===== src/wfc_pkg.sv =====
// wfc_pkg: shared constants, types and character helpers for the word counter.
// Depends on nothing; used by every file under src.
package wfc_pkg;

    localparam int DEF_MAX_WORDS   = 256;
    localparam int DEF_MAX_LETTERS = 32;
    localparam int COUNT_W         = 24;
    localparam int INDEX_W         = 8;
    localparam int OUT_LEN_W       = 6;
    localparam int LETTER_W        = 5;
    localparam logic [COUNT_W-1:0] COUNT_MAX = {COUNT_W{1'b1}};

    localparam logic [7:0] CH_SPACE = 8'd32;
    localparam logic [7:0] CH_TAB   = 8'd9;
    localparam logic [7:0] CH_CR    = 8'd13;
    localparam logic [7:0] CH_UA    = 8'd65;
    localparam logic [7:0] CH_UZ    = 8'd90;
    localparam logic [7:0] CH_LA    = 8'd97;
    localparam logic [7:0] CH_LZ    = 8'd122;

    typedef struct packed {
        logic is_new;
        logic table_full_drop;
        logic word_truncated;
    } res_flags_t;

    function automatic logic is_blank(input logic [7:0] c);
        is_blank = (c == CH_SPACE) || (c >= CH_TAB && c <= CH_CR);
    endfunction

    function automatic logic is_letter(input logic [7:0] c);
        is_letter = (c >= CH_UA && c <= CH_UZ) || (c >= CH_LA && c <= CH_LZ);
    endfunction

    // letter code 0..25, case folded
    function automatic logic [LETTER_W-1:0] letter_code(input logic [7:0] c);
        logic [7:0] d;
        d = (c >= CH_LA) ? (c - CH_LA) : (c - CH_UA);
        letter_code = d[LETTER_W-1:0];
    endfunction

endpackage


===== src/wfc_front.sv =====
// wfc_front: takes text bytes, assembles the current token, emits finished tokens.
// Depends on wfc_pkg.
module wfc_front import wfc_pkg::*; #(
    parameter int MAX_LETTERS = DEF_MAX_LETTERS,
    parameter int LEN_W       = $clog2(MAX_LETTERS + 1)
) (
    input  logic                            aclk,
    input  logic                            aresetn,
    input  logic                            s_valid,
    output logic                            s_ready,
    input  logic [7:0]                      s_text_byte,
    input  logic                            s_end_of_text,
    input  logic                            q_full,
    output logic                            q_push,
    output logic [MAX_LETTERS*LETTER_W-1:0] q_letters,
    output logic [LEN_W-1:0]                q_len,
    output logic                            q_ovf
);
    localparam int IDX_W = (MAX_LETTERS > 1) ? $clog2(MAX_LETTERS) : 1;

    logic [MAX_LETTERS*LETTER_W-1:0] letters_reg, letters_next;
    logic [LEN_W-1:0]                len_reg, len_next;
    logic                            ovf_reg, ovf_next;
    logic                            in_tok_reg, in_tok_next;
    logic                            accept;
    logic [IDX_W-1:0]                wr_idx;

    assign s_ready = !q_full;
    assign accept  = s_valid && s_ready;
    assign wr_idx  = len_reg[IDX_W-1:0];

    always_comb begin
        letters_next = letters_reg;
        len_next     = len_reg;
        ovf_next     = ovf_reg;
        in_tok_next  = in_tok_reg;
        q_push       = 1'b0;
        q_letters    = letters_reg;
        q_len        = len_reg;
        q_ovf        = ovf_reg;
        if (accept) begin
            if (is_blank(s_text_byte)) begin
                if (in_tok_reg) begin
                    q_push      = 1'b1;
                    len_next    = '0;
                    ovf_next    = 1'b0;
                    in_tok_next = 1'b0;
                end
            end else begin
                if (is_letter(s_text_byte)) begin
                    if (len_reg < LEN_W'(MAX_LETTERS)) begin
                        letters_next[wr_idx*LETTER_W +: LETTER_W] = letter_code(s_text_byte);
                        len_next = len_reg + 1'b1;
                    end else begin
                        ovf_next = 1'b1;
                    end
                end
                q_letters = letters_next;
                q_len     = len_next;
                q_ovf     = ovf_next;
                if (s_end_of_text) begin
                    q_push      = 1'b1;
                    len_next    = '0;
                    ovf_next    = 1'b0;
                    in_tok_next = 1'b0;
                end else begin
                    in_tok_next = 1'b1;
                end
            end
        end
    end

    always_ff @(posedge aclk) begin
        letters_reg <= letters_next;
        if (!aresetn) begin
            len_reg    <= '0;
            ovf_reg    <= 1'b0;
            in_tok_reg <= 1'b0;
        end else begin
            len_reg    <= len_next;
            ovf_reg    <= ovf_next;
            in_tok_reg <= in_tok_next;
        end
    end

endmodule


===== config.mk =====
export PLATFORM = sky130hd
export DESIGN_NAME = wfc_front
export DESIGN_NICKNAME = d
export VERILOG_FILES = /design/src/wfc_pkg.sv /design/src/wfc_front.sv
export SDC_FILE = /design/constraint.sdc
export NUM_CORES = 1
export LEC_CHECK = 0
export CORE_ASPECT_RATIO = 0.5
export CORE_MARGIN = 2
export CORE_UTILIZATION = 25
export CTS_CLUSTER_DIAMETER = 100
export DETAILED_ROUTE_END_ITERATION = 6
export DONT_BUFFER_PORTS = 1
export GPL_TIMING_DRIVEN = 0
export PLACE_DENSITY = 0.49
export SLEW_MARGIN = 5
export SYNTH_ARGS = -nofsm -noshare
export SYNTH_HDL_FRONTEND = slang
export SYNTH_SLANG_ARGS = --single-unit

===== constraint.sdc =====
create_clock -name aclk -period 6.64 [get_ports aclk]
set_input_delay 1.992 -clock aclk [delete_from_list [all_inputs] [get_ports aclk]]
set_output_delay 1.992 -clock aclk [all_outputs]
set_load 0.01 [all_outputs]

# Yosys cells after proc, flatten, opt, wreduce, memory -nomap -nowiden
# Cells that the tools add are included.
[word_totals]
register_bits = 168
latchBits = 0
mem_bits_rw = 0
mem_bits_ro = 0
output_inout_bits = 169
elab_cells = 54
mem_count = 0
[classes]
addsub = 4
multipliers = 1
div = 0
n_lt_le_gt_ge = 7
eq_ne = 2
shifts = 2
n_mux = 26
bitwise_logic = 0
reduce_logical = 8
[ops]
columns = ["cell", "count"]
rows = [
  ["$mux W160", 4],
  ["$bwmux W160", 1],
  ["$shift A5 B34 Y160 const A", 1],
  ["$shiftx A5 B34 Y160", 1],
  ["$mux W6", 7],
  ["$neg A8 Y34", 1],
  ["$ge A8 B7 Y1 const B", 2],
  ["$le A8 B7 Y1 const B", 2],
  ["$mux W1", 13],
  ["$sub A5 B1 Y5 const B", 2],
  ["$eq A8 B6 Y1 const B", 1],
  ["$ge A8 B4 Y1 const B", 1],
  ["$le A8 B4 Y1 const B", 1],
  ["$mul A5 B3 Y8 const B", 1],
  ["$add A6 B1 Y6 const B", 1],
  ["$lt A6 B6 Y1 const B", 1],
  ["$mux W5", 1],
  ["$logic_and A1 B1 Y1", 4],
  ["$logic_or A1 B1 Y1", 2],
  ["$ne A2 B2 Y1 const B", 1],
  ["$reduce_and A2 Y1", 1],
  ["$logic_not A1 Y1", 1],
]

# Longest topological paths before layout
[logic_depth]
ltp_word = 8
ltp_mapped = 10

# Worst setup path after synthesis
# OpenSTA, ideal clock, no wires.
[synth_timing]
path_kind = "input -> output"
from = "input port s_text_byte[0]"
to = "output port q_letters[115]"
arrival_ns = 4.357
required_time_ns = 4.648
path_slack_ns = 0.291
stages = 10
path_cell_list = "inv_1 > clkbuf_1 > ha_1 > or3b_1 > buf_4 > o31ai_4 > nor3_1 > clkbuf_1 > nand4_1 > mux2_2"
[synth_via]
elab_chain_len = 8
elab_cells_between_ends = 21
[synth_rtl]
columns = ["element", "line", "rtl"]
rows = [
  ["start: declaration", "wfc_front.sv:11", "input logic [7:0] s_text_byte,"],
  ["$ge A8 B7 Y1 / $sub A5 B1 Y5 (equally long branches)", "wfc_pkg.sv:32, wfc_pkg.sv:38", ""],
  ["$mux W5", "wfc_pkg.sv:38", "d = (c >= CH_LA) ? (c - CH_LA) : (c - CH_UA);"],
  ["$shiftx A5 B34 Y160", "wfc_front.sv:52", "letters_next[wr_idx*LETTER_W +: LETTER_W] = letter_code(s_text_byte);"],
  ["$bwmux W160", "wfc_front.sv:52", ""],
  ["$mux W160", "wfc_front.sv:51", "if (len_reg < LEN_W'(MAX_LETTERS)) begin"],
  ["$mux W160", "wfc_front.sv:50", "if (is_letter(s_text_byte)) begin"],
  ["$mux W160 (*) (2 in a row)", "-", ""],
  ["end: declaration", "wfc_front.sv:15", "output logic [MAX_LETTERS*LETTER_W-1:0] q_letters,"],
]
# Every way passes the cells marked *; elsewhere a longest branch is shown, timed or not.

# Final worst setup path
# Ends and elaborated chain as after synthesis.

==> flow_summary.ini <==
[setup_path]
reg2reg_from = len_reg[0]$_SDFFE_PN0P_
ff2ff_path_depth = 9
path_class = input pin to output port
cp.required_ns = 4.65
endpoint = q_letters[115]
path_max_fanout = 12
reg2reg_setup_slack_ns = 2.66
rr_endpoint = letters_reg[20]$_DFF_P_
crit_start = s_text_byte[0]
worstPathArrival_ns = 4.52
endpoint_kind = output port
startpoint_type = input pin

[timing]
fmax_ghz = 0.154
worst_slew_pin_slew_ns = 1.11
final-setup-viol-count = 0
finClkSkew_ns = 0.0129
rsz0062_at_grt = no
fin_crit_sh_pct = 98.0
slew_violations = 0
finalWorstSetupSlack_ns = 0.131
hold_violations = 0
period_needed_ns = 6.51
maxSlewHeadroom_pct = 25.9

[cells_and_area]
finalNonFillerCells = 949
syn_to_final_growth_pct = 17.3
drive_gt1_share_pct = 37.0
multi_input_area_um2 = 3110
largest_reg_flops = 160
n_fill_cell = 2702
final_cell_area_um2 = 7800
seqCellArea_um2 = 3360
fin_nets = 605
num_antenna_cells = 0

[global_routing]
antenna_found_initial = 0
grt_pass1_wl_um = 27500
grt.total_usage_pct = 13.6
grt.overflow.total = 0
first_global_vias = 4163
grt_max_degree = 17

[route]
via_per_inst = 4.49
vias = 4264
drc_errors = 0
wirelength_um = 18500
first_iter_violations = 228
first_pass_iters = 4
wl_per_cell_um = 19.5
ant_nets = 0

[die]
die_area_um2 = 28000
die_x_um = 235
core_area_um2 = 26300
die_h_um = 119
start_util_pct = 25.3
num_rows = 42
io_pins = 182

[yosys]
synth.avg_cell_area_um2 = 12.0
synth_top_area_share_pct = 50.6
post-synth-top-count-cell = dfxtp_1
synthTopCellsByCount = dfxtp_1 (168), mux2_2 (143), inv_1 (24)
synth_area_leaders = dfxtp_1 (51%), mux2_2 (24%), mux2i_1 (2.6%)
synth_edf_count = 0
syn_inst = 556
syn_area_um2 = 6650
netlist.top_cell.by_area = dfxtp_1
synthFlopType = dfxtp_1
yosysSeqAreaShare_pct = 50.6
ys.warnings.count = 0
synthArstFlopShare_pct = 0
ys_seq_elements = 168
ys_types = 54
syn_nets = 577

[placed_design]
pre_cts_ws_ns = -0.664
dpl.cell_count = 908
portBuffers = 0
gp_congestion = 0.787
dpl_cell_area_um2 = 7090
dp_hpwl_um = 14200

[cts]
cts_buffer_depth = 2
htreeDepth = 4
numCtsBuffers = 17
root_buffer = clkbuf_16
postCtsHoldBufs = 0
cts_tree = done
cts.clk_slew.worst_paths_ns = 0.07
clk_latency_ns = 0.44
cts_num_sinks = 168

[pwr]
ir_drop_uv = 178
pwr_density_cell_nw_per_um2 = 265
leakage_nw = 3.28

[status]
status = complete, no violations

[job]
drv_cap = 0

[worst_hold_path]
min-delay-path-class = register to register
==> metal layers <==
metal	GRT usage [%]	wire length (um)
met5	0	0
met2	23.4	9540
met1	16.2	7890
met4	3.22	125
met3	4.91	967
==> through the flow <==
step           hold WS [ns]  total power, mW  setup TNS [ns]  utilization, %
6_report              0.516             2.07               0            29.7
3_3_place_gp          0.499             1.14          -63.76            27.0
5_1_grt               0.528             2.15               0            29.7
2_1_floorplan         0.491             1.11               0               -
4_1_cts               0.521             2.10               0            29.5
3_5_place_dp          0.505             1.14          -68.10            27.0
==> power breakdown <==
| part | switching [mW] | total (mW) | internal, mW |
|---|---|---|---|
| registers | 0.00391 | 1.03 | 1.02 |
| logic | 0.0666 | 0.0940 | 0.0274 |
| clock network | 0.425 | 0.946 | 0.520 |
==> worst min path at each step <==
stage                                        from                 endpoint  slack, ns  cells after the start
final                     letters_reg[50]$_DFF_P_  letters_reg[50]$_DFF_P_       0.52                      1
after global routing      letters_reg[39]$_DFF_P_  letters_reg[39]$_DFF_P_       0.53                      1
after CTS                 letters_reg[28]$_DFF_P_  letters_reg[28]$_DFF_P_       0.52                      1
after detailed placement  letters_reg[75]$_DFF_P_  letters_reg[75]$_DFF_P_       0.51                      1
after global placement    letters_reg[22]$_DFF_P_  letters_reg[22]$_DFF_P_       0.50                      1
after floorplan           letters_reg[15]$_DFF_P_  letters_reg[15]$_DFF_P_       0.49                      1
==> logic make-up after synthesis <==
kind of cell	share of synthesized area, %
buffers and inverters	3.50
DFF	50.6
adders and majority gates	1.51
AOI/OAI and AO/OA	3.45
muxes	27.0
and+or+nand+nor	12.1
xor gates and xnor gates	1.85
==> worst max-delay path, cell delays in order <==
cell        delay (ns)
clkinvlp_4        0.12
clkbuf_8          0.21
ha_1              0.27
or3b_1            0.36
buf_4             0.16
o31ai_4           0.31
nor3_1            0.15
buf_2             0.24
nand4_1           0.12
buf_4             0.18
mux2_2            0.39
==> layout make-up <==
cell class              instances  area share, %
clock buffers                  19           5.55
well taps                     352           5.65
plain buffers                  27           1.73
flip-flops and latches        168           43.1
clock inverters                13           1.57
repair buffers                 13           1.25
multi-input cells             332           39.8
inverters                      25           1.25
==> what timing repair did <==
item / in CTS / in global routing
setup endpoints to repair: 162 / 141
pin swaps: 10 / 1
gates cloned: 0 / 0
resized for setup: 16 / 2
buffers inserted: 8 / 5
==> placed cells by master, fill, tap and decap left out, types with 3 or more instances in the layout <==
cell type,netlist,final
nand4_1,8,8
nand2b_1,7,7
clkinvlp_4,0,4
ha_1,8,8
buf_2,3,4
nor3_1,12,12
nor2b_1,3,3
nand3_1,16,13
or3_1,6,6
dfxtp_1,168,168
buf_4,1,14
inv_6,0,3
nor4_4,5,5
mux2i_2,0,6
nor3b_1,4,4
o32ai_1,4,4
nor2_1,14,14
nor3_4,3,3
a211oi_1,3,3
a21oi_1,3,3
nand2_1,15,15
and3_1,13,13
xor2_1,6,5
inv_1,24,23
clkbuf_16,0,17
nand3_2,0,3
clkinv_2,0,3
mux2i_1,17,10
o21ai_0,3,3
xnor2_1,8,8
clkbuf_1,23,19
mux2_2,143,143
(Power assumes the default switching activity.)
