## config.mk

```make
export PLATFORM = sky130hd
export DESIGN_NAME = wfc_fifo
export DESIGN_NICKNAME = d
export VERILOG_FILES = /design/src/wfc_pkg.sv /design/src/wfc_fifo.sv
export SDC_FILE = /design/constraint.sdc
export NUM_CORES = 1
export LEC_CHECK = 0
export ABC_AREA = 1
export ABC_CLOCK_PERIOD_IN_PS = 15000
export BUFFER_PORTS_ARGS = -buffer_cell sky130_fd_sc_hd__buf_4
export CORE_UTILIZATION = 56
export DETAILED_ROUTE_END_ITERATION = 8
export PLACE_DENSITY = 0.94
export SLEW_MARGIN = 20
export SYNTH_ARGS = -nofsm -noshare
export SYNTH_HDL_FRONTEND = slang
export SYNTH_SLANG_ARGS = --single-unit
```

## constraint.sdc

```tcl
create_clock -name aclk -period 15 [get_ports aclk]
set_clock_uncertainty 0.1 [all_clocks]
set_input_delay 1.5 -clock aclk [delete_from_list [all_inputs] [get_ports aclk]]
set_output_delay 1.5 -clock aclk [all_outputs]
set_load 0.02 [all_outputs]
```

## src/wfc_pkg.sv

```systemverilog
// wfc_pkg: shared constants, types and character helpers for the word counter.
// Depends on nothing; used by every file under src.
package wfc_pkg;

    localparam int DEF_MAX_WORDS   = 256;
    localparam int DEF_MAX_LETTERS = 32;
    localparam int COUNT_W         = 24;
    localparam int INDEX_W         = 8;
    localparam int OUT_LEN_W       = 6;
    localparam int LETTER_W        = 5;
    localparam logic [COUNT_W-1:0] COUNT_MAX = {COUNT_W{1'b1}};

    localparam logic [7:0] CH_SPACE = 8'd32;
    localparam logic [7:0] CH_TAB   = 8'd9;
    localparam logic [7:0] CH_CR    = 8'd13;
    localparam logic [7:0] CH_UA    = 8'd65;
    localparam logic [7:0] CH_UZ    = 8'd90;
    localparam logic [7:0] CH_LA    = 8'd97;
    localparam logic [7:0] CH_LZ    = 8'd122;

    typedef struct packed {
        logic is_new;
        logic table_full_drop;
        logic word_truncated;
    } res_flags_t;

    function automatic logic is_blank(input logic [7:0] c);
        is_blank = (c == CH_SPACE) || (c >= CH_TAB && c <= CH_CR);
    endfunction

    function automatic logic is_letter(input logic [7:0] c);
        is_letter = (c >= CH_UA && c <= CH_UZ) || (c >= CH_LA && c <= CH_LZ);
    endfunction

    // letter code 0..25, case folded
    function automatic logic [LETTER_W-1:0] letter_code(input logic [7:0] c);
        logic [7:0] d;
        d = (c >= CH_LA) ? (c - CH_LA) : (c - CH_UA);
        letter_code = d[LETTER_W-1:0];
    endfunction

endpackage

```

## src/wfc_fifo.sv

```systemverilog
// wfc_fifo: two-entry queue of finished tokens between front and back.
// Depends on wfc_pkg for its default width; no shared types needed.
module wfc_fifo import wfc_pkg::*; #(
    parameter int W = DEF_MAX_LETTERS * LETTER_W
) (
    input  logic         aclk,
    input  logic         aresetn,
    input  logic         push,
    input  logic [W-1:0] din,
    input  logic         pop,
    output logic [W-1:0] dout,
    output logic         full,
    output logic         empty
);
    logic [W-1:0] mem_reg [2];
    logic         wp_reg, rp_reg;
    logic [1:0]   cnt_reg;

    assign full  = (cnt_reg == 2'd2);
    assign empty = (cnt_reg == 2'd0);
    assign dout  = mem_reg[rp_reg];

    always_ff @(posedge aclk) begin
        if (push) begin
            mem_reg[wp_reg] <= din;
        end
        if (!aresetn) begin
            wp_reg  <= 1'b0;
            rp_reg  <= 1'b0;
            cnt_reg <= '0;
        end else begin
            if (push) wp_reg <= ~wp_reg;
            if (pop)  rp_reg <= ~rp_reg;
            cnt_reg <= cnt_reg + {1'b0, push} - {1'b0, pop};
        end
    end

endmodule

```

======== After elaboration in Yosys (flattened, before gate mapping) ========
Memory sizes are Yosys's and may differ from the RTL's. A register that Yosys moved wholly into a read port is not among the register bits.
Cells that the tools add are included.
storage, ports and cells
  flip-flop bits (word level) ............. 4
  bits in writable memories ............... 320
  input port bits ......................... 164
  output and inout bits ................... 162
  logic and storage cells ................. 14
  memories ................................ 1
memory list
  memory   depth  width  rd ports  clocked after Yosys merged registers in  write ports  RTL line        RTL
  mem_reg  2      160    1         1                                        1            wfc_fifo.sv:15  logic [W-1:0] mem_reg [2];
cells by class
  $add $sub $neg .......................... 2
  equality and inequality tests ........... 1
  muxes and demuxes ....................... 4
  bitwise gates (word level) .............. 2
  reduce and logical (&&, ||, !) cells .... 1
operators with widths
  kind                  number
  $mux W1               4
  $add A2 B1 Y2         1
  $eq A2 B2 Y1 const B  1
  $logic_not A2 Y1      1
  $not A1 Y1            2
  $sub A2 B1 Y2         1

======== Logic depth before layout (Yosys ltp) ========
Gate-level depths: netlist of run 1.
  depth in word-level cells ............... 3
  mapped depth ............................ 9
  depth with buffers taken out ............ 9

======== Worst setup path after synthesis of run 1 ========
Ideal clock, no wire load.
  kind .................................... input to register
  from .................................... in push
  to ...................................... mem mem_reg[0][0] in the netlist's numbering, enable pin
  setup time .............................. 686 ps
  data arrival time ....................... 8229 ps
  data required time ...................... 14214 ps
  setup slack ............................. 5985 ps
  stages .................................. 2
  buffers on the path ..................... 0
  path through ............................ inv_1 nor2_1
on the way
  cells in the longest elaborated chain, start to end .. 2
ends and longest elaborated chain
  what                           RTL line        RTL
  start, declared                wfc_fifo.sv:8   input logic push,
  $mux W1                        wfc_fifo.sv:24  if (push) begin
  $mux W1 (implied by the code)  wfc_fifo.sv:25  mem_reg[wp_reg] <= din;
  end, declared                  wfc_fifo.sv:15
No other way between the ends.

==> out/results.ini, run 1 <==
[detailed_routing]
wl_met3_mm=2.37
drt-met1-wl_mm=8.81
route.met2.wl_mm=12.7
drt-total-wl_mm=24.4
drc=0
topRoutingLayerUsed=met4
via_per_inst=5.26
wl_per_cell_um=20.8
drtIter0Drc=367
drt_pre_antenna_iters=4
vias=6181
ant_nets=0

[place]
portBuffers=325
dp_hpwl_mm=16.1
place_congestion=0.777

[logic_synthesis]
syn_area_um2=12200
netlist_instances=531
syn_avg_cell_area_um2=22.9
yosysSeqAreaShare_pct=79.7
synth_area_leader_cell=edfxtp_1
synth-edff-count=320
async_reset_ff_share_pct=0
syn_nets=697
synth_top_area_share_pct=78.9
yosys_most_used_dff=edfxtp_1
ys_ff_latch=325
synthTopCellsByCount=edfxtp_1, mux2_4, mux2_2, buf_6, nor2_1
yosysMostFrequentCell=edfxtp_1
synth.distinct_cells=12
yosys_warnings=0
yosys-top-cells-area=edfxtp_1, mux2_4, mux2_2

[setup_path]
slowest_stage=dfxtp_4
cpMostUsedCell=buf_4
r2r_slack_ns=12.60
endpoint=dout[19]
cp-end-kind=primary output
crit_buf_inv=2
critPathMaxFanout=63
crit_path_start_kind=flop
timing.rr.end=mem_reg[1][2]
arrival_ns=2.94
path_class=reg2out
timing.rr.start=wp_reg
crit_path_max_incr_delay_ns=0.87
crit_required_ns=13.40
crit_family=buffers and inverters
cp.depth=3
crit_chain=buf_4, mux2_2, buf_4
r2r_cells=3

[power]
p_leak_uw=0.00621
p_seq_share_pct=50.8
clkPwrFrac_pct=36.7
ir_drop_v=0.000108
intPower_uw=1650
power_switching_uw=462
pwr-share-comb_pct=12.5
swShare_pct=21.9
powerDensity_nw_per_um2=133

[job]
maxCapViolCount=0

[cts]
ctsHtreeMaxLevel=1
cts_buffers=31
post-cts-setup-buffers=0
clkLatencyLatePin_ns=0.53
cts_max_path_buffers=3
ctsResizeCount=0
hold_buffers=0
cts.sinks=325
cts_tree=done
clk_pin_slew_ns=0.06
root_buffer=clkbuf_16

[timing]
tightest_slew_ns=1.01
grt_setup_unrepaired=no
period_needed_ns=4.54
tns_ns=0
holdWs_ns=0.417
finalCritPeriodShare_pct=30.3
maxSlewHeadroom_pct=32.5
fmax_mhz=220
setup_viol=0
finalMaxSlewViolations=0
hold_viol_final=0

[layout]
area_growth_pct=30.4
nets=1042
largest_reg_flops=320
drive_gt1_share_pct=60.1
fillers=1128
antenna-diode-count=0

[global_route]
grt-ovfl-total=0
grt_max_degree=85
grt_pass1_wl_mm=34.9
grt_pass1_vias=6351
antenna_found_initial=0
grt_use_total_pct=21.1

[die]
io_pins=326
core_area_um2=21200
die-area_um2=22300
dieWidth_um=149
die_h_um=149
num_rows=53
initial_core_util_pct=57.6

[status]
status=finished, final reports clean

[hold_path]
hp-class=reg2reg

==> worst min path at each step <==
stage | slack [ns] | cells after the start | endpoint | from
after floorplan | 0.36 | 2 | flop | rp_reg
after global placement | 0.37 | 2 | flop | rp_reg
after detailed placement | 0.39 | 2 | rp_reg | rp_reg
after CTS | 0.42 | 2 | rp_reg | rp_reg
after global routing | 0.46 | 2 | rp_reg | rp_reg
final | 0.42 | 2 | rp_reg | rp_reg
==> power by group through the flow <==
stage	combinational (µW)	sequential, µW	clock [µW]
after floorplan	153	1090	0
after global placement	257	1090	0
after detailed placement	264	1090	0
after CTS	266	1070	787
after global routing	276	1070	822
final	263	1070	774
==> placed cells by master, fill, tap and decap left out <==
master	Yosys	final
a21oi_1	1	1
buf_4	0	329
buf_6	12	1
bufinv_16	0	4
clkbuf_1	0	6
clkbuf_16	0	31
clkbuf_8	0	3
clkinv_1	0	3
clkinv_2	0	6
clkinvlp_4	0	2
dfxtp_1	5	4
dfxtp_4	0	1
edfxtp_1	320	320
ha_1	2	2
inv_1	7	6
inv_6	0	2
mux2_2	60	60
mux2_4	100	100
nand2_1	8	8
nand3_1	1	1
nor2_1	9	8
nor2_4	0	1
==> cell families after synthesis <==
kind of cell	count (synthesis)	share of synthesized area (%)
DFF	325	79.7
muxes	160	17.9
buffers and inverters	25	1.57
and+or+nand+nor	18	0.565
adders and majority gates	2	0.205
AOI/OAI and AO/OA	1	0.0411
==> layer usage <==
metal  vias up  track usage [%]
li1       2789                -
met1      3026             25.3
met2       327             37.2
met3        39             5.40
met4         0             6.33
met5         -                0
==> cell type report <==
type | count | area [µm²] | area share [%]
timing repair buffer | 330 | 2480 | 15.6
multi-input combinational | 181 | 2280 | 14.4
clock buffer | 40 | 840 | 5.29
sequential | 325 | 9710 | 61.2
inverter | 7 | 31.3 | 0.197
clock inverter | 16 | 185 | 1.17
tap | 275 | 344 | 2.17
==> metrics by stage <==
stage / instances / total power [µW] / setup WS, ns / cell area [µm²] / utilization (%)
2_1_floorplan: 531 / 1240 / 5.98 / 12200 / -
3_3_place_gp: 1118 / 1340 / 11.04 / 14800 / 70.2
3_5_place_dp: 1118 / 1350 / 11.03 / 14800 / 70.2
4_1_cts: 1174 / 2120 / 10.43 / 15900 / 75.0
5_1_grt: 1174 / 2170 / 10.34 / 15900 / 75.1
6_report: 1174 / 2110 / 10.46 / 15900 / 75.1
==> worst min-delay path, cell delays in order, from the launching register on <==
cell and delay, ns:
dfxtp_1 0.34, nor2_1 0.06, nor2_1 0.08
Note: power is estimated with default switching activity, not from simulation.
==> run 2: changes to the inputs <==
--- a/config.mk
+++ b/config.mk
@@ -5,12 +5,12 @@
 export SDC_FILE = /design/constraint.sdc
 export NUM_CORES = 1
 export LEC_CHECK = 0
-export ABC_AREA = 1
-export ABC_CLOCK_PERIOD_IN_PS = 15000
+export ABC_AREA = 0
+export ABC_CLOCK_PERIOD_IN_PS = 4100
 export BUFFER_PORTS_ARGS = -buffer_cell sky130_fd_sc_hd__buf_4
-export CORE_UTILIZATION = 56
+export CORE_UTILIZATION = 47
 export DETAILED_ROUTE_END_ITERATION = 8
-export PLACE_DENSITY = 0.94
+export PLACE_DENSITY = 0.85
 export SLEW_MARGIN = 20
 export SYNTH_ARGS = -nofsm -noshare
 export SYNTH_HDL_FRONTEND = slang
==> constraint.sdc (replaced) <==
create_clock -name aclk -period 4.1 [get_ports aclk]
set_clock_uncertainty 0.1 [all_clocks]
set_input_delay 0.41 -clock aclk [delete_from_list [all_inputs] [get_ports aclk]]
set_output_delay 0.41 -clock aclk [all_outputs]
set_load 0.02 [all_outputs]
==> out/results.ini, run 2 <==
[logic_synthesis]
yosys_most_used_dff=edfxtp_1
synth-edff-count=320
synthTopCellsByCount=edfxtp_1, mux2_4, mux2_2, buf_6, buf_2
synth_area_leader_cell=edfxtp_1
syn_area_um2=12200
yosysSeqAreaShare_pct=79.7
yosysMostFrequentCell=edfxtp_1
netlist_instances=519
synth.distinct_cells=14
syn_avg_cell_area_um2=23.5
ys_ff_latch=325
syn_nets=685
synth_top_area_share_pct=78.9
yosys-top-cells-area=edfxtp_1, mux2_4, mux2_2
yosys_warnings=0
async_reset_ff_share_pct=0

[status]
status=finished, final reports clean

[cts]
cts.sinks=325
clk_pin_slew_ns=0.06
post-cts-setup-buffers=0
hold_buffers=158
ctsResizeCount=0
cts_tree=done
root_buffer=clkbuf_16
clkLatencyLatePin_ns=0.49
cts_max_path_buffers=3
ctsHtreeMaxLevel=2
cts_buffers=34

[setup_path]
timing.rr.start=wp_reg
arrival_ns=2.45
r2r_slack_ns=2.13
crit_family=flip-flops
critPathMaxFanout=62
cp-end-kind=primary output
path_class=reg2out
crit_required_ns=3.59
crit_buf_inv=2
slowest_stage=dfxtp_4
crit_chain=buf_12, mux2_2, buf_4
crit_path_max_incr_delay_ns=0.87
crit_path_start_kind=flop

[layout]
largest_reg_flops=320
drive_gt1_share_pct=51.9
area_growth_pct=45.7
nets=1195
mostFrequentLayoutCell=buf_4
most-common-layout-cells=buf_4, edfxtp_1, dlygate4sd3_1, mux2_4, mux2_2
fillers=1506

[detailed_routing]
drt-total-wl_mm=27.3
via_per_inst=4.87
drt_pre_antenna_iters=5
drtIter0Drc=341
ant_nets=0
wl_per_cell_um=19.6
vias=6763
drc=0

[die]
initial_core_util_pct=48.1
die_h_um=163
num_rows=58
dieWidth_um=163
die-area_um2=26600
io_pins=326
core_area_um2=25300

[timing]
period_needed_ns=2.96
maxSlewHeadroom_pct=39.2
grt_setup_unrepaired=no
fmax_mhz=338
hold_viol_final=0
finalCritPeriodShare_pct=72.1
tightest_slew_ns=0.912
finalMaxSlewViolations=0
setup_viol=0
tns_ns=0

[global_route]
antenna_found_initial=3
grt_pass1_vias=7291
grt-ovfl-total=0
grt_max_degree=68
grt_use_total_pct=20.1
grt_pass1_wl_mm=40.0

[power]
p_seq_share_pct=47.2
p_leak_uw=0.00695
swShare_pct=22.3
total_power_uw=8290
clkPwrFrac_pct=38.0
powerDensity_nw_per_um2=467
ir_drop_v=0.000345
intPower_uw=6440
pwr-share-comb_pct=14.8
power_switching_uw=1850

[place]
dp_hpwl_mm=15.7
portBuffers=325
place_congestion=0.749

[hold_path]
holdCritStartpoint=din[55]
hp-class=in2reg

[job]
maxCapViolCount=0

-- run 2: cell types whose count changed after synthesis, sizes merged, moves of 4 or more --
cell / delta
nor2: -8
nand2: -8
nor2b: +4
and2: +4
inv: -5
-- run 2: final timing paths --
check,to,depth (start not counted)
max,dout[41],3
min,mem_reg[1][55],1
min reg2reg,flop,2
max reg2reg,mem_reg[1][131],2
-- run 2: metal layers --
| layer | share of wire [%] | up-vias | wire length (µm) | GRT usage [%] |
|---|---|---|---|---|
| met4 | 2.9 | 0 | 778 | 7.94 |
| li1 | - | 3086 | - | - |
| met3 | 6.0 | 52 | 1640 | 4.84 |
| met5 | 0 | - | 0 | 0 |
| met2 | 55 | 279 | 15000 | 37.7 |
| met1 | 36 | 3346 | 9840 | 21.7 |
-- run 2: final cells by class --
type | instances | area (µm²) | share of cell area, %
Clock inverter | 15 | 171 | 0.966
Timing Repair Buffer | 492 | 4130 | 23.3
Antenna cell | 4 | 10.0 | 0.0564
Sequential cell | 325 | 9710 | 54.7
Tap cell | 330 | 413 | 2.33
Clock buffer | 47 | 993 | 5.60
Inverter | 2 | 7.51 | 0.0423
Multi-Input combinational cell | 174 | 2300 | 13.0
-- run 2: metrics by stage --
step / util, % / hold slack [ns] / cell area, µm² / setup WS, ns / std cells
6_report: 70.1 / 0.0388 / 17700 / 1.14 / 1389
5_1_grt: 70.0 / 0.00661 / 17700 / 1.04 / 1388
4_1_cts: 70.0 / 0.00587 / 17700 / 1.10 / 1384
3_5_place_dp: 59.1 / 0.464 / 15000 / 1.62 / 1164
3_3_place_gp: 59.1 / 0.453 / 15000 / 1.67 / 1164
2_1_floorplan: - / 0.409 / 12200 / 0.746 / 519
-- run 2: kinds of logic after synthesis --
family / count (synthesis) / synth area share (%)
flip-flops: 325 / 79.7
AND/OR/NAND/NOR: 9 / 0.442
buffers and inverters: 20 / 1.42
multiplexers: 160 / 17.9
AO/OA/AOI/OAI: 1 / 0.0617
adder cells (fa/ha/maj): 2 / 0.205
XOR/XNOR: 2 / 0.257
-- run 2: power groups by stage --
stage	registers (µW)	logic, µW	clock network [µW]
floorplan	3950	651	0
global placement	3970	1070	0
detailed placement	3980	1090	0
CTS	3910	1220	3190
global route	3930	1290	3340
finish	3920	1230	3150
==> run 3: changes to the inputs <==
--- a/config.mk
+++ b/config.mk
@@ -6,7 +6,7 @@
 export NUM_CORES = 1
 export LEC_CHECK = 0
 export ABC_AREA = 0
-export ABC_CLOCK_PERIOD_IN_PS = 4100
+export ABC_CLOCK_PERIOD_IN_PS = 2500
 export BUFFER_PORTS_ARGS = -buffer_cell sky130_fd_sc_hd__buf_4
 export CORE_UTILIZATION = 47
 export DETAILED_ROUTE_END_ITERATION = 8
==> constraint.sdc (replaced) <==
create_clock -name aclk -period 2.5 [get_ports aclk]
set_clock_uncertainty 0.1 [all_clocks]
set_input_delay 0.25 -clock aclk [delete_from_list [all_inputs] [get_ports aclk]]
set_output_delay 0.25 -clock aclk [all_outputs]
set_load 0.02 [all_outputs]
==> out/results.ini, run 3 (synthesis gave the netlist of run 2 again) <==
[timing]
grt_setup_unrepaired=no
layout_setup_ws_ns=0.179
period_needed_ns=2.32
holdWs_ns=0.0320
setup_viol=0
tns_ns=0
fmax_mhz=431
maxSlewHeadroom_pct=61.5
finalCritPeriodShare_pct=92.8
finalMaxSlewViolations=0
hold_viol_final=0
tightest_slew_ns=0.577

[die]
num_rows=58
die-area_um2=26600
initial_core_util_pct=48.1
core_area_um2=25300
die_h_um=163
io_pins=326
dieWidth_um=163

[power]
p_leak_uw=0.00698
powerDensity_nw_per_um2=750
ir_drop_v=0.000827
total_power_uw=13400

[cts]
cts_max_path_buffers=3
cts_tree=done
ctsResizeCount=0
cts.sinks=325
cts_buffers=34
clkLatencyLatePin_ns=0.49
clk_pin_slew_ns=0.05
root_buffer=clkbuf_16
ctsHtreeMaxLevel=2

[setup_path]
timing.rr.start=wp_reg
crit_required_ns=2.15
r2r_cells=4
r2r_slack_ns=0.70
timing.rr.end=wp_reg
arrival_ns=1.97
path_class=reg2out
crit_path_max_incr_delay_ns=0.50
cp-end-kind=primary output
slowest_stage=dfxtp_4
cpMostUsedCell=buf_12
critPathMaxFanout=22
crit_path_start_kind=flop
crit_chain=buf_12, buf_12, mux2_2, buf_4

[layout]
multi_input_area_um2=2300
nets=1207
fillers=1515
final-seq-area_um2=9710
mostFrequentLayoutCell=buf_4
area_growth_pct=46.5
largest_reg_flops=320
drive_gt1_share_pct=51.9
most-common-layout-cells=buf_4, edfxtp_1, dlygate4sd3_1, mux2_4, mux2_2

[place]
portBuffers=325
pre_cts_ws_ns=0.687
dp_hpwl_mm=17.0
place_congestion=0.753

[detailed_routing]
wl_per_cell_um=20.0
vias=6861
ant_nets=0
drt-total-wl_mm=27.8
drc=0
drt_pre_antenna_iters=5
drtIter0Drc=379
via_per_inst=4.93

[hold_path]
min_path_cells=3
hold-path-endpoint=cnt_reg[0]
hp-class=in2reg
holdCritStartpoint=push

[global_route]
grt_pass1_wl_mm=40.7
grt-ovfl-total=0
grt_use_total_pct=20.5
grt_max_degree=82
grt_pass1_vias=7545
antenna_found_initial=2

[job]
maxCapViolCount=0

[status]
status=finished, final reports clean

run 3: layout make-up:
class | instances | area share [%]
antenna | 2 | 0.0280
clock buffer | 43 | 5.32
clock inverter | 12 | 0.750
inverter | 2 | 0.0421
multi-input combinational | 174 | 12.9
sequential | 325 | 54.4
tap | 330 | 2.31
timing repair buffer | 504 | 24.2
run 3: what timing repair did:
action	in CTS	in global routing
hold buffers	163	0
buffers inserted	0	0
hold endpoints to repair	325	0
run 3: worst max path at each step:
stage	cells past startpoint	slack, ns	from	endpoint
floorplan	1	-0.72	wp_reg	mem_reg[0][0]
global placement	4	0.72	flop	dout[31]
detailed placement	4	0.69	flop	dout[35]
CTS	4	0.15	flop	dout[35]
global route	4	0.12	flop	dout[33]
finish	4	0.18	flop	dout[22]
run 3: critical path: cells and delay by family (launching register included):
kind	cells	cell delay [ns]
flops	1	0.50
mux	1	0.37
buf+inv	3	0.60
run 3: stage by stage:
step,instances,cell area [µm²],util [%]
finish,1392,17800,70.5
global route,1392,17800,70.5
CTS,1390,17800,70.4
detailed placement,1172,15100,59.7
global placement,1172,15100,59.7
floorplan,519,12200,-
run 3: per-layer routing:
layer / up-vias / global-route usage, % / routed length, µm / share of wire (%)
met5: - / 0 / 0 / 0
met4: 0 / 9.09 / 973 / 3.5
met3: 67 / 4.81 / 1750 / 6.3
met2: 277 / 38.4 / 15200 / 55
met1: 3408 / 21.6 / 9860 / 35
li1: 3109 / - / - / -
run 3: power by group:
group          internal, µW  leakage, µW  switching (µW)
Sequential             6310      0.00305            93.2
Combinational          1110      0.00341             978
Clock                  2980     0.000531            1920
